===== src/sv/hts_pkg.sv =====
// Shared types and codes of the heap task scheduler.
`timescale 1ns / 1ps
package hts_pkg;

    localparam int IdW         = 8;
    localparam int DelayW      = 17;
    localparam int PeriodW     = 16;
    localparam int ResultLimit = 16;
    localparam int NumW        = 5;
    localparam int BufW        = 4;

    localparam logic [1:0] FUNC_ADD  = 2'd0;
    localparam logic [1:0] FUNC_TICK = 2'd1;
    localparam logic [1:0] FUNC_DEL  = 2'd2;

    localparam logic [1:0] ERR_NONE  = 2'd0;
    localparam logic [1:0] ERR_FULL  = 2'd1;
    localparam logic [1:0] ERR_NODEL = 2'd2;

    // Delay floor after the subtraction pass, -65536 in 17 bits.
    localparam logic [DelayW-1:0] DELAY_FLOOR = 17'h10000;

    typedef struct packed {
        logic [IdW-1:0]            id;
        logic signed [DelayW-1:0]  delay;
        logic [PeriodW-1:0]        period;
        logic                      once;
    } entry_t;

    typedef struct packed {
        logic [1:0]         func;
        logic [IdW-1:0]     task_id;
        logic [15:0]        first_delay;
        logic [PeriodW-1:0] task_period;
        logic               one_shot;
        logic [5:0]         slot_index;
    } cmd_t;

    typedef struct packed {
        logic           push;
        logic [IdW-1:0] id;
    } disp_t;

    typedef struct packed {
        logic            done;
        logic [1:0]      err;
        logic [NumW-1:0] ndisp;
        logic [6:0]      count;
    } summ_t;

endpackage


===== src/sv/hts_ram.sv =====
// Entry memory of the heap: one write port, one registered read port.
`timescale 1ns / 1ps
module hts_ram #(
    parameter int DEPTH = 16
) (
    input  logic                        clk,
    input  logic                        wr_en,
    input  logic [$clog2(DEPTH)-1:0]    wr_addr,
    input  hts_pkg::entry_t             wr_data,
    input  logic                        rd_en,
    input  logic [$clog2(DEPTH)-1:0]    rd_addr,
    output hts_pkg::entry_t             rd_data
);

    hts_pkg::entry_t mem [DEPTH];

    always_ff @(posedge clk)
    begin
        if (wr_en)
        begin
            mem[wr_addr] <= wr_data;
        end
    end

    // A read of the entry being written returns the new data.
    always_ff @(posedge clk)
    begin
        if (rd_en)
        begin
            if (wr_en && (wr_addr == rd_addr))
            begin
                rd_data <= wr_data;
            end
            else
            begin
                rd_data <= mem[rd_addr];
            end
        end
    end

endmodule


===== src/sv/hts_seq.sv =====
// Heap sequencer: add, delete, tick, sift and subtraction passes over the entry memory.
`timescale 1ns / 1ps
module hts_seq #(
    parameter int MAX_TASKS = 16
) (
    input  logic            clk,
    input  logic            rst_n,
    input  logic            start,
    input  hts_pkg::cmd_t   cmd,
    output hts_pkg::disp_t  disp,
    output hts_pkg::summ_t  summ
);

    localparam int AddrW = $clog2(MAX_TASKS);
    localparam int CntW  = $clog2(MAX_TASKS + 1);
    localparam int PW    = AddrW + 2;

    localparam logic [3:0] S_IDLE    = 4'd0;
    localparam logic [3:0] S_ADD_RD  = 4'd1;
    localparam logic [3:0] S_ADD_CMP = 4'd2;
    localparam logic [3:0] S_LAST_RD = 4'd3;
    localparam logic [3:0] S_LAST_LD = 4'd4;
    localparam logic [3:0] S_SD_RL   = 4'd5;
    localparam logic [3:0] S_SD_RR   = 4'd6;
    localparam logic [3:0] S_SD_CMP  = 4'd7;
    localparam logic [3:0] S_TK_LD   = 4'd8;
    localparam logic [3:0] S_SUB     = 4'd9;
    localparam logic [3:0] S_RESCH   = 4'd10;
    localparam logic [3:0] S_TK_RD   = 4'd11;
    localparam logic [3:0] S_TK_CHK  = 4'd12;
    localparam logic [3:0] S_DONE    = 4'd13;

    logic [3:0]                       state_reg, state_next;
    logic [1:0]                       op_reg, op_next;
    hts_pkg::entry_t                  cur_reg, cur_next;
    hts_pkg::entry_t                  lft_reg, lft_next;
    logic [AddrW-1:0]                 pos_reg, pos_next;
    logic [CntW-1:0]                  held_reg, held_next;
    logic signed [hts_pkg::DelayW-1:0] ref_reg, ref_next;
    logic [hts_pkg::NumW-1:0]         ndisp_reg, ndisp_next;
    logic [1:0]                       err_reg, err_next;
    logic [AddrW-1:0]                 sub_reg, sub_next;

    logic                             wr_en, rd_en;
    logic [AddrW-1:0]                 wr_addr, rd_addr;
    hts_pkg::entry_t                  wr_data, rd_data;

    logic [PW-1:0]                    l_w, r_w, held_p;
    logic                             l_ok, r_ok;
    logic [AddrW-1:0]                 pos_m1, parent;
    logic                             pick_l, pick_r;
    logic signed [hts_pkg::DelayW-1:0] key;
    hts_pkg::entry_t                  tk_ent;
    logic signed [hts_pkg::DelayW:0]  sub_w;
    hts_pkg::entry_t                  sub_ent;
    logic [CntW-1:0]                  sub_nx;

    hts_ram #(
        .DEPTH (MAX_TASKS)
    ) u_ram (
        .clk     (clk),
        .wr_en   (wr_en),
        .wr_addr (wr_addr),
        .wr_data (wr_data),
        .rd_en   (rd_en),
        .rd_addr (rd_addr),
        .rd_data (rd_data)
    );

    assign l_w    = {1'b0, pos_reg, 1'b1};
    assign r_w    = l_w + PW'(1);
    assign held_p = PW'(held_reg);
    assign l_ok   = l_w < held_p;
    assign r_ok   = r_w < held_p;
    assign pos_m1 = pos_reg - AddrW'(1);
    assign parent = pos_m1 >> 1;

    assign pick_l = $signed(lft_reg.delay) <= $signed(cur_reg.delay);
    assign key    = pick_l ? lft_reg.delay : cur_reg.delay;
    assign pick_r = r_ok && ($signed(rd_data.delay) <= $signed(key));

    // Root after the tick decrement.
    always_comb
    begin
        tk_ent = rd_data;
        if ($signed(rd_data.delay) > 0)
        begin
            tk_ent.delay = rd_data.delay - hts_pkg::DelayW'(1);
        end
    end

    // Entry after the subtraction, saturated at the delay floor.
    always_comb
    begin
        sub_w   = {rd_data.delay[hts_pkg::DelayW-1], rd_data.delay}
                - {ref_reg[hts_pkg::DelayW-1], ref_reg};
        sub_ent = rd_data;
        if (sub_w[hts_pkg::DelayW] && !sub_w[hts_pkg::DelayW-1])
        begin
            sub_ent.delay = hts_pkg::DELAY_FLOOR;
        end
        else
        begin
            sub_ent.delay = sub_w[hts_pkg::DelayW-1:0];
        end
    end

    assign sub_nx = CntW'(sub_reg) + CntW'(1);

    always_comb
    begin
        state_next = state_reg;
        op_next    = op_reg;
        cur_next   = cur_reg;
        lft_next   = lft_reg;
        pos_next   = pos_reg;
        held_next  = held_reg;
        ref_next   = ref_reg;
        ndisp_next = ndisp_reg;
        err_next   = err_reg;
        sub_next   = sub_reg;
        rd_en      = 1'b0;
        rd_addr    = '0;
        wr_en      = 1'b0;
        wr_addr    = pos_reg;
        wr_data    = cur_reg;
        disp.push  = 1'b0;
        disp.id    = rd_data.id;
        unique case (state_reg)
            S_IDLE:
            begin
                if (start)
                begin
                    op_next    = cmd.func;
                    err_next   = hts_pkg::ERR_NONE;
                    ndisp_next = '0;
                    if (cmd.func == hts_pkg::FUNC_ADD)
                    begin
                        if (held_reg == CntW'(MAX_TASKS))
                        begin
                            err_next   = hts_pkg::ERR_FULL;
                            state_next = S_DONE;
                        end
                        else
                        begin
                            cur_next.id     = cmd.task_id;
                            cur_next.delay  = {1'b0, cmd.first_delay};
                            cur_next.period = cmd.task_period;
                            cur_next.once   = cmd.one_shot;
                            pos_next        = AddrW'(held_reg);
                            state_next      = S_ADD_RD;
                        end
                    end
                    else if (cmd.func == hts_pkg::FUNC_DEL)
                    begin
                        if ({1'b0, cmd.slot_index} >= 7'(held_reg))
                        begin
                            err_next   = hts_pkg::ERR_NODEL;
                            state_next = S_DONE;
                        end
                        else
                        begin
                            held_next = held_reg - CntW'(1);
                            pos_next  = AddrW'(cmd.slot_index);
                            if ({1'b0, cmd.slot_index} == 7'(held_reg) - 7'd1)
                            begin
                                state_next = S_DONE;
                            end
                            else
                            begin
                                state_next = S_LAST_RD;
                            end
                        end
                    end
                    else if (cmd.func == hts_pkg::FUNC_TICK && held_reg != '0)
                    begin
                        rd_en      = 1'b1;
                        rd_addr    = '0;
                        state_next = S_TK_LD;
                    end
                    else
                    begin
                        state_next = S_DONE;
                    end
                end
            end
            S_ADD_RD:
            begin
                if (pos_reg == '0)
                begin
                    wr_en      = 1'b1;
                    held_next  = held_reg + CntW'(1);
                    state_next = S_DONE;
                end
                else
                begin
                    rd_en      = 1'b1;
                    rd_addr    = parent;
                    state_next = S_ADD_CMP;
                end
            end
            S_ADD_CMP:
            begin
                wr_en = 1'b1;
                if ($signed(cur_reg.delay) < $signed(rd_data.delay))
                begin
                    wr_data    = rd_data;
                    pos_next   = parent;
                    state_next = S_ADD_RD;
                end
                else
                begin
                    held_next  = held_reg + CntW'(1);
                    state_next = S_DONE;
                end
            end
            S_LAST_RD:
            begin
                rd_en      = 1'b1;
                rd_addr    = AddrW'(held_reg);
                state_next = S_LAST_LD;
            end
            S_LAST_LD:
            begin
                cur_next   = rd_data;
                state_next = S_SD_RL;
            end
            S_SD_RL:
            begin
                if (l_ok)
                begin
                    rd_en      = 1'b1;
                    rd_addr    = l_w[AddrW-1:0];
                    state_next = S_SD_RR;
                end
                else
                begin
                    wr_en      = 1'b1;
                    state_next = (op_reg == hts_pkg::FUNC_TICK) ? S_TK_RD : S_DONE;
                end
            end
            S_SD_RR:
            begin
                lft_next = rd_data;
                if (r_ok)
                begin
                    rd_en   = 1'b1;
                    rd_addr = r_w[AddrW-1:0];
                end
                state_next = S_SD_CMP;
            end
            S_SD_CMP:
            begin
                wr_en = 1'b1;
                priority if (pick_r)
                begin
                    wr_data    = rd_data;
                    pos_next   = r_w[AddrW-1:0];
                    state_next = S_SD_RL;
                end
                else if (pick_l)
                begin
                    wr_data    = lft_reg;
                    pos_next   = l_w[AddrW-1:0];
                    state_next = S_SD_RL;
                end
                else
                begin
                    state_next = (op_reg == hts_pkg::FUNC_TICK) ? S_TK_RD : S_DONE;
                end
            end
            S_TK_LD:
            begin
                cur_next = tk_ent;
                if ($signed(tk_ent.delay) > 0)
                begin
                    wr_en      = 1'b1;
                    wr_addr    = '0;
                    wr_data    = tk_ent;
                    state_next = S_DONE;
                end
                else
                begin
                    disp.push  = 1'b1;
                    ndisp_next = hts_pkg::NumW'(1);
                    if ($signed(ref_reg) > 0 && held_reg > CntW'(1))
                    begin
                        rd_en      = 1'b1;
                        rd_addr    = AddrW'(1);
                        sub_next   = AddrW'(1);
                        state_next = S_SUB;
                    end
                    else
                    begin
                        state_next = S_RESCH;
                    end
                end
            end
            S_SUB:
            begin
                // Write back one entry while the next one is read.
                wr_en   = 1'b1;
                wr_addr = sub_reg;
                wr_data = sub_ent;
                if (sub_nx < held_reg)
                begin
                    rd_en    = 1'b1;
                    rd_addr  = sub_nx[AddrW-1:0];
                    sub_next = sub_nx[AddrW-1:0];
                end
                else
                begin
                    state_next = S_RESCH;
                end
            end
            S_RESCH:
            begin
                pos_next = '0;
                if (cur_reg.once)
                begin
                    held_next  = held_reg - CntW'(1);
                    state_next = (held_reg == CntW'(1)) ? S_TK_RD : S_LAST_RD;
                end
                else
                begin
                    cur_next.delay = (cur_reg.period == '0) ? hts_pkg::DelayW'(1)
                                                            : {1'b0, cur_reg.period};
                    state_next     = S_SD_RL;
                end
            end
            S_TK_RD:
            begin
                if (held_reg == '0)
                begin
                    ref_next   = '0;
                    state_next = S_DONE;
                end
                else
                begin
                    rd_en      = 1'b1;
                    rd_addr    = '0;
                    state_next = S_TK_CHK;
                end
            end
            S_TK_CHK:
            begin
                if ($signed(rd_data.delay) <= 0
                    && ndisp_reg < hts_pkg::NumW'(hts_pkg::ResultLimit))
                begin
                    disp.push  = 1'b1;
                    ndisp_next = ndisp_reg + hts_pkg::NumW'(1);
                    cur_next   = rd_data;
                    state_next = S_RESCH;
                end
                else
                begin
                    ref_next   = rd_data.delay;
                    state_next = S_DONE;
                end
            end
            S_DONE:
            begin
                state_next = S_IDLE;
            end
            default:
            begin
                state_next = S_IDLE;
            end
        endcase
    end

    always_ff @(posedge clk or negedge rst_n)
    begin
        if (!rst_n)
        begin
            state_reg <= S_IDLE;
            held_reg  <= '0;
            ref_reg   <= '0;
            ndisp_reg <= '0;
            err_reg   <= hts_pkg::ERR_NONE;
            op_reg    <= hts_pkg::FUNC_ADD;
        end
        else
        begin
            state_reg <= state_next;
            held_reg  <= held_next;
            ref_reg   <= ref_next;
            ndisp_reg <= ndisp_next;
            err_reg   <= err_next;
            op_reg    <= op_next;
        end
    end

    always_ff @(posedge clk)
    begin
        cur_reg <= cur_next;
        lft_reg <= lft_next;
        pos_reg <= pos_next;
        sub_reg <= sub_next;
    end

    assign summ.done  = (state_reg == S_DONE);
    assign summ.err   = err_reg;
    assign summ.ndisp = ndisp_reg;
    assign summ.count = 7'(held_reg);

    a_held_range: assert property (@(posedge clk) disable iff (!rst_n)
        held_reg <= CntW'(MAX_TASKS))
        else $error("held count above capacity");

    a_ndisp_range: assert property (@(posedge clk) disable iff (!rst_n)
        ndisp_reg <= hts_pkg::NumW'(hts_pkg::ResultLimit))
        else $error("too many dispatches in one tick");

    a_start_idle: assert property (@(posedge clk) disable iff (!rst_n)
        start |-> state_reg == S_IDLE)
        else $error("start while busy");

    a_done_idle: assert property (@(posedge clk) disable iff (!rst_n)
        state_reg == S_DONE |=> state_reg == S_IDLE)
        else $error("sequencer did not return to idle");

    a_push_tick: assert property (@(posedge clk) disable iff (!rst_n)
        disp.push |-> op_reg == hts_pkg::FUNC_TICK)
        else $error("dispatch outside a tick");

endmodule


===== src/sv/heap_task_scheduler.sv =====
// Heap task scheduler top level: input capture, dispatch buffer and result register.
//
// Input channel (in_valid/in_ready) takes one command word: func selects add,
// tick or delete, with task_id, first_delay, task_period, one_shot and
// slot_index as its operands. Output channel (out_valid/out_ready) returns
// one result word for an add, a delete, an idle tick or an unused func code,
// and one word for each dispatched task of a tick (up to 16); last marks the
// final word of a command. An add sifts the new entry up the heap; a delete
// or a reschedule sifts an entry down through the entry memory. A dispatching
// tick may add a subtraction pass over the other held tasks, and a sift per
// dispatch. Commands are handled one at a time; the next one is taken once all
// results of the current one sit in or have left the output register. Reset
// empties the scheduler. A stalled receiver holds the output register and
// with it the flow of results.
`timescale 1ns / 1ps
module heap_task_scheduler #(
    parameter int MAX_TASKS = 16
) (
    input  logic        clk,
    input  logic        rst_n,
    input  logic        in_valid,
    output logic        in_ready,
    input  logic [1:0]  func,
    input  logic [7:0]  task_id,
    input  logic [15:0] first_delay,
    input  logic [15:0] task_period,
    input  logic        one_shot,
    input  logic [5:0]  slot_index,
    output logic        out_valid,
    input  logic        out_ready,
    output logic        dispatched,
    output logic [7:0]  run_id,
    output logic [1:0]  error,
    output logic        last,
    output logic [6:0]  task_count
);

    hts_pkg::cmd_t   cmd;
    hts_pkg::disp_t  disp;
    hts_pkg::summ_t  summ;
    logic            start;

    logic                         busy_reg, busy_next;
    logic                         emit_reg, emit_next;
    logic [hts_pkg::BufW-1:0]     wptr_reg, wptr_next;
    logic [hts_pkg::BufW-1:0]     k_reg, k_next;
    logic [hts_pkg::NumW-1:0]     total_reg, total_next;
    logic                         any_reg, any_next;
    logic [1:0]                   err_reg, err_next;
    logic [6:0]                   cnt_reg, cnt_next;
    logic [hts_pkg::IdW-1:0]      ids [hts_pkg::ResultLimit];

    logic                         out_valid_reg, out_valid_next;
    logic                         dispatched_reg, dispatched_next;
    logic [7:0]                   run_id_reg, run_id_next;
    logic [1:0]                   error_reg, error_next;
    logic                         last_reg, last_next;
    logic [6:0]                   task_count_reg, task_count_next;
    logic                         load_ok, is_last;

    assign cmd.func        = func;
    assign cmd.task_id     = task_id;
    assign cmd.first_delay = first_delay;
    assign cmd.task_period = task_period;
    assign cmd.one_shot    = one_shot;
    assign cmd.slot_index  = slot_index;

    assign in_ready = !busy_reg && !emit_reg;
    assign start    = in_valid && in_ready;

    hts_seq #(
        .MAX_TASKS (MAX_TASKS)
    ) u_seq (
        .clk   (clk),
        .rst_n (rst_n),
        .start (start),
        .cmd   (cmd),
        .disp  (disp),
        .summ  (summ)
    );

    always_ff @(posedge clk)
    begin
        if (disp.push)
        begin
            ids[wptr_reg] <= disp.id;
        end
    end

    assign load_ok = !out_valid_reg || out_ready;
    assign is_last = ({1'b0, k_reg} + hts_pkg::NumW'(1)) == total_reg;

    always_comb
    begin
        busy_next       = busy_reg;
        emit_next       = emit_reg;
        wptr_next       = wptr_reg;
        k_next          = k_reg;
        total_next      = total_reg;
        any_next        = any_reg;
        err_next        = err_reg;
        cnt_next        = cnt_reg;
        out_valid_next  = out_valid_reg;
        dispatched_next = dispatched_reg;
        run_id_next     = run_id_reg;
        error_next      = error_reg;
        last_next       = last_reg;
        task_count_next = task_count_reg;
        if (start)
        begin
            busy_next = 1'b1;
            wptr_next = '0;
        end
        if (disp.push)
        begin
            wptr_next = wptr_reg + hts_pkg::BufW'(1);
        end
        if (summ.done)
        begin
            busy_next  = 1'b0;
            emit_next  = 1'b1;
            k_next     = '0;
            any_next   = summ.ndisp != '0;
            total_next = (summ.ndisp == '0) ? hts_pkg::NumW'(1) : summ.ndisp;
            err_next   = summ.err;
            cnt_next   = summ.count;
        end
        if (emit_reg && load_ok)
        begin
            out_valid_next  = 1'b1;
            dispatched_next = any_reg;
            run_id_next     = any_reg ? ids[k_reg] : '0;
            error_next      = err_reg;
            last_next       = is_last;
            task_count_next = cnt_reg;
            k_next          = k_reg + hts_pkg::BufW'(1);
            if (is_last)
            begin
                emit_next = 1'b0;
            end
        end
        else if (out_ready)
        begin
            out_valid_next = 1'b0;
        end
    end

    always_ff @(posedge clk or negedge rst_n)
    begin
        if (!rst_n)
        begin
            busy_reg      <= 1'b0;
            emit_reg      <= 1'b0;
            out_valid_reg <= 1'b0;
            wptr_reg      <= '0;
            k_reg         <= '0;
        end
        else
        begin
            busy_reg      <= busy_next;
            emit_reg      <= emit_next;
            out_valid_reg <= out_valid_next;
            wptr_reg      <= wptr_next;
            k_reg         <= k_next;
        end
    end

    always_ff @(posedge clk)
    begin
        total_reg      <= total_next;
        any_reg        <= any_next;
        err_reg        <= err_next;
        cnt_reg        <= cnt_next;
        dispatched_reg <= dispatched_next;
        run_id_reg     <= run_id_next;
        error_reg      <= error_next;
        last_reg       <= last_next;
        task_count_reg <= task_count_next;
    end

    assign out_valid  = out_valid_reg;
    assign dispatched = dispatched_reg;
    assign run_id     = run_id_reg;
    assign error      = error_reg;
    assign last       = last_reg;
    assign task_count = task_count_reg;

    a_busy_emit: assert property (@(posedge clk) disable iff (!rst_n)
        !(busy_reg && emit_reg))
        else $error("sequencer busy while results are pending");

    a_done_busy: assert property (@(posedge clk) disable iff (!rst_n)
        summ.done |-> busy_reg)
        else $error("summary without a command in progress");

    a_push_busy: assert property (@(posedge clk) disable iff (!rst_n)
        disp.push |-> busy_reg && !emit_reg)
        else $error("dispatch word outside a command");

endmodule


===== config.mk =====
export PLATFORM = sky130hd
export DESIGN_NAME = heap_task_scheduler
export DESIGN_NICKNAME = d
export VERILOG_FILES = /design/src/sv/hts_pkg.sv /design/src/sv/hts_ram.sv /design/src/sv/hts_seq.sv /design/src/sv/heap_task_scheduler.sv
export SDC_FILE = /design/constraint.sdc
export NUM_CORES = 1
export LEC_CHECK = 0
export BUFFER_PORTS_ARGS = -buffer_cell sky130_fd_sc_hd__buf_2
export CAP_MARGIN = 10
export CORE_MARGIN = 2
export CORE_UTILIZATION = 31
export DETAILED_ROUTE_END_ITERATION = 6
export GPL_ROUTABILITY_DRIVEN = 0
export GPL_TIMING_DRIVEN = 0
export PLACE_DENSITY_LB_ADDON = 0.05
export SLEW_MARGIN = 0
export SYNTH_ARGS = -nofsm -noshare
export SYNTH_HDL_FRONTEND = slang
export SYNTH_SLANG_ARGS = --single-unit

===== constraint.sdc =====
create_clock -name clk -period 8.2 [get_ports clk]
set_clock_uncertainty 0.15 [all_clocks]
set_input_delay 0.82 -clock clk [delete_from_list [all_inputs] [get_ports clk]]
set_output_delay 0.82 -clock clk [all_outputs]
set_load 0.02 [all_outputs]

Yosys cells after proc, flatten, opt, wreduce, memory -nomap -nowiden
Memory sizes are Yosys's and may differ from the RTL's. A register that Yosys moved wholly into a read port is not among the register bits.
Cells that the tools add are included.

word-level totals
  bits in registers = 160
  memory bits (writable) = 800
  output and inout port bits = 21
  word-level logic and storage cells = 255
  memories = 2

cells by class
  add/subtract/negate cells = 12
  magnitude comparators = 13
  equal/unequal tests = 42
  multiplexer cells = 113
  reduce and logical (&&, ||, !) cells = 44

memory list
  memory           depth  bits a word  rd ports  clocked after Yosys merged registers in  wr ports  RTL line                   source
  u_seq.u_ram.mem  16     42           1         1                                        1         hts_ram.sv:15              hts_pkg::entry_t mem [DEPTH];
  ids              16     8            1         1                                        1         heap_task_scheduler.sv:51  logic [hts_pkg::IdW-1:0] ids [hts_pkg::ResultLimit];

operator list
  kind                     number
  $mux W42                 8
  $pmux W42 S4             1
  $mux W4                  35
  $mux W17                 6
  $pmux W17 S5             1
  $pmux W4 S13             1
  $gt A17 B1 Y1 const B    3
  $pmux W17 S3             1
  $mux W5                  10
  $le A17 B17 Y1           2
  $pmux W17 S2             1
  $mux W1                  30
  $eq A4 B4 Y1 const B     6
  $pmux W4 S6              1
  $pmux W8 S3              1
  $pmux W5 S4              1
  $ne A2 B1 Y1 const B     9
  $ne A2 B2 Y1 const B     9
  $sub A17 B17 Y18         1
  $le A17 B1 Y1 const B    1
  $lt A17 B17 Y1           1
  $sub A17 B2 Y17 const B  1
  $eq A4 B3 Y1 const B     4
  $logic_not A16 Y1        1
  other kinds (51)         89

Logic depth before layout (Yosys ltp)
  word-level depth = 8
  gate-level depth with buffers = 22
  mapped depth without buffers = 18

By module
A second synthesis with hierarchy kept.

second synthesis, totals
  cell total of the unflattened synthesis = 2651
  area total of the unflattened synthesis = 44154.8 um2

modules (own cells, without submodules)
  module               times used  cells each  area an instance (um2)  seq. area each (um2)
  hts_ram              1           1144        27039.7                 21440.6
  hts_seq              1           1183        10332.4                 3638.5
  heap_task_scheduler  1           324         6782.8                  5139.9

Worst setup path after synthesis
OpenSTA, ideal clock, no wires.

  path kind = flip-flop to flip-flop
  start point = register u_seq.cur_reg[32] in the netlist's numbering
  end point = memory u_seq.u_ram.mem[0][10] in the netlist's numbering, data pin
  arrival = 4.910 ns
  data required time = 7.749 ns
  path slack = 2.839 ns
  stages on the path, launching flop included = 22
  path buffers = 4
  period minus slack after synthesis = 5.361 ns
  path through = edfxtp_1 > inv_1 > ha_1 > o2111ai_1 > a31o_2 > a41o_1 > a32oi_1 > clkbuf_1 > buf_1 > mux2i_1 > ha_1 > o21ai_0 > a21oi_1 > nor3_1 > o311ai_0 > a21oi_1 > o2bb2ai_1 > or3_1 > clkbuf_1 > clkbuf_1 > a222oi_1 > inv_1

RTL lines
  element                 RTL line        source
  from (decl)             hts_seq.sv:35   hts_pkg::entry_t cur_reg, cur_next;
  from (signal assigned)  hts_seq.sv:396  cur_reg <= cur_next;
  to (decl)               hts_ram.sv:15

==> summary.md <==
| Metric | Value |
|---|---|
| Critical path, cell by cell | inv_1 -> ha_1 -> nand3_1 -> nor3_1 -> o31ai_1 -> a32oi_2 -> clkbuf_2 -> clkdlybuf4s15_2 -> mux2i_1 -> ha_1 -> o21ai_0 -> a21oi_1 -> nor3_1 -> o311ai_0 -> a21oi_2 -> o2bb2ai_2 -> or3_1 -> clkbuf_1 -> clkbuf_1 -> a222oi_1 -> inv_2 |
| Synth area leader | edfxtp_1 |
| Starting density of the core | 0.312 |
| # DRC | 0 |
| Areal power density over the cells | 210 nW/um^2 |
| Yosys cell types | 85 |
| Syn. warnings | 0 |
| GR Overflow Total | 0 |
| # fillers | 13600 |
| First-pass DRT Iterations | 5 |
| NumNets Final | 3457 |
| Reg with most FFs | u_seq.u_ram.mem |
| CP arrival | 8070 ps |
| CTS max path bufs | 3 |
| Critical Path Start Type | flip-flop |
| Crit path required time | around 8400 ps |
| P_leak | ~15 nW |
| Kind of critical path | reg2reg |
| Slew margin rel. | 0.153 |
| Top-area cell type share of the netlist area | 0.655 |
| CP startpoint | u_seq.cur_reg[27]$_DFFE_PP_ |
| Slowest cell on the critical path | a222oi_1 |
| Crit. End Element | flip-flop |
| Count of final hold-check violations | 0 |
| Setup TNS Final | 0 ps |
| Via density | between 5 and 6 |
| Uppermost layer routed | met4 |
| Core Region | 142000 um^2 |
| Most numerous cell in the Yosys netlist | edfxtp_1 |
| Number of synthesized register bits | approximately 1000 |
| Unrepaired setup endpoints after global routing | no |
| Worst hold-check path type | in2reg |
| Hold path depth | 2 |
| Dpl hpwl | 106 mm |
| Top cells by count, synth | 964 x edfxtp_1, 273 x nand2_1, 161 x nor2_1 |
| Status | completed |
| Top flop regs | u_seq.u_ram.mem (672), ids (128) |
| Critical path's largest stage delay | between 900 and 1000 ps |
| Max_cap viols | 0 |
| Mapped Avg Cell Area | 14.4 um^2 |
| RR Endpoint | u_seq.u_ram.mem[5][16]$_DFFE_PP_ |
| Setup bufs post-CTS | 0 |
| Routed wire per std cell | about 28 um |
| Peak supply drop | roughly 0.17 mV |
| Antenna violations before repair | 1 |
| Critical path depth | 21 |
| FP Rows | approximately 140 |
| ANT cells | 0 |
| Main synth FF type | edfxtp_1 |
| Crit-path max FO | 16 |
| R2R setup slack | 350 ps |
| Vias in the first global route | 28800 |
| Initial drt markers | 2663 |
| Max H-tree Level | 3 |
| Worst-Margin Slew | ~1300 ps |
| Top delay family on crit path | compound AO/OA/AOI/OAI gates |
| Synth-to-Final Area Change | 16.4% |
| Post-synthesis sequential area ratio | 0.681 |
| Register-to-Register Path Depth | 21 |
| F_max | 127 MHz |
| Gate Count Post-Synth | 3064 |
| Number of port buffers | between 70 and 80 |
| Async SR Flop Fraction | 0.0455 |
| Met3 Routed Length | 6.75 mm |
| CTS tree | built |
| CTS sink count | 1010 |
| Area of the die | about 150000 um^2 |
| Clock latency at the later pin of the worst-skew pair | 740 ps |
| Vias post-DR | between 20000 and 30000 |
| Mapped Area | 44200 um^2 |
| Tcrit/Tclk final | 0.958 |
| Clk slew on worst S/H paths | 60 ps |
| Clock root buffer | clkbuf_16 |
| Max reg flops | between 600 and 700 |
| Placed Cells incl. Taps | 5074 |
| Fraction of layout cells with a size suffix above 1 | 0.163 |
| Largest net degree at the start of global routing | 47 |
| CP endpoint | u_seq.u_ram.mem[5][16]$_DFFE_PP_ |
| Die height | 382 um |
| Top Ports | between 70 and 80 |
| Die Width | 382 um |
| Worst r2r src | u_seq.cur_reg[27]$_DFFE_PP_ |
| Post-DRT Antenna Nets | 0 |
| Number of synthesized flops with an enable pin | ~960 |
| Met2 WL post-DR | 70.3 mm |
| Fin cells | approximately 5300 |
| Minimum clock period | just under 8000 ps |
| Wire length on met1 | about 65 mm |
| Max-slew violations | 0 |
| Dominant cells by area after synthesis | edfxtp_1 65%, mux2_2 3.9%, ha_1 2.8% |
| Drt total wl | 146 mm |
| First-pass GRT wire length | between 200 and 250 mm |
| Final Setup Violations | 0 |
| Buf/Inv on CP | 6 |
| GRT Total Usage | 0.198 |
| Num CTS Buffers | 114 |
per-layer routing:
layer | vias up | track usage
li1 | 12600 | -
met1 | 14400 | 0.267
met2 | 813 | 0.334
met3 | 220 | 0.0282
met4 | 0 | 0.0518
met5 | - | 0
through the flow:
step                      instance area, um^2  setup WS, ps   util  hold slack (ps)  total power [mW]
after global routing                    51500          17.5  0.363              202              11.2
after CTS                               51400          45.3  0.363              156              11.0
after detailed placement                47900          -713  0.338              258              6.13
after floorplan                         44200          2840      -              250              5.99
final                                   51500           347  0.363              248              10.8
after global placement                  46900         -1330  0.331              253              6.13
area by class of cell:
type | instances | area (um^2) | share of cell area
flip-flops and latches | 1010 | 30100 | 0.585
multi-input cells | 1761 | 13100 | 0.254
clock buffers | 144 | 3010 | 0.0584
well taps | 1890 | 2360 | 0.0459
repair buffers | 122 | 1190 | 0.0231
plain buffers | 178 | 816 | 0.0159
clock inverters | 65 | 462 | 0.00897
inverters | 116 | 435 | 0.00846
report_power, final:
| group | switching (mW) | leakage, nW | internal, mW |
|---|---|---|---|
| clock | 2.09 | 1.67 | 2.71 |
| sequential | 0.0216 | 7.23 | 5.61 |
| combinational | 0.239 | 6.42 | 0.142 |
| total | 2.35 | 15.3 | 8.46 |
logic make-up after synthesis:
group / share of synthesized area
fa+ha+maj: 0.0288
xor+xnor: 0.00951
other cells: 0.0000848
mux: 0.0652
flops: 0.681
buf+inv: 0.0281
compound gates: 0.114
simple gates: 0.0730
layout by cell type, fill, tap and decap left out, types with 80 or more instances in the layout:
cell,instances
nand2_1,273
inv_1,113
o22ai_1,135
nor2_1,142
clkbuf_1,151
clkbuf_16,116
nand3_1,80
mux2_2,152
ha_1,100
edfxtp_1,964
buf_2,95
how the worst min path moves through the flow:
stage / from / to / slack, ps
finish: task_id[1] / u_seq.cur_reg[35]$_DFFE_PP_ / 250
global route: task_id[1] / u_seq.cur_reg[35]$_DFFE_PP_ / 200
CTS: rst_n / busy_reg$_DFFE_PN0P_ / 160
detailed placement: cnt_reg[0]$_DFFE_PP_ / task_count[0]$_DFFE_PP_ / 260
global placement: err_reg[1]$_DFFE_PP_ / error[1]$_DFFE_PP_ / 250
floorplan: err_reg[0]$_DFFE_PP_ / error[0]$_DFFE_PP_ / 250
timing repair:
action,in CTS,in global routing
pin swaps,2,2
resized for setup,6,3
endpoints found under the hold margin,0,13
hold buffers,0,1
setup endpoints to repair,249,138
gates cloned,0,0
Note: power is estimated with default switching activity, not from simulation.
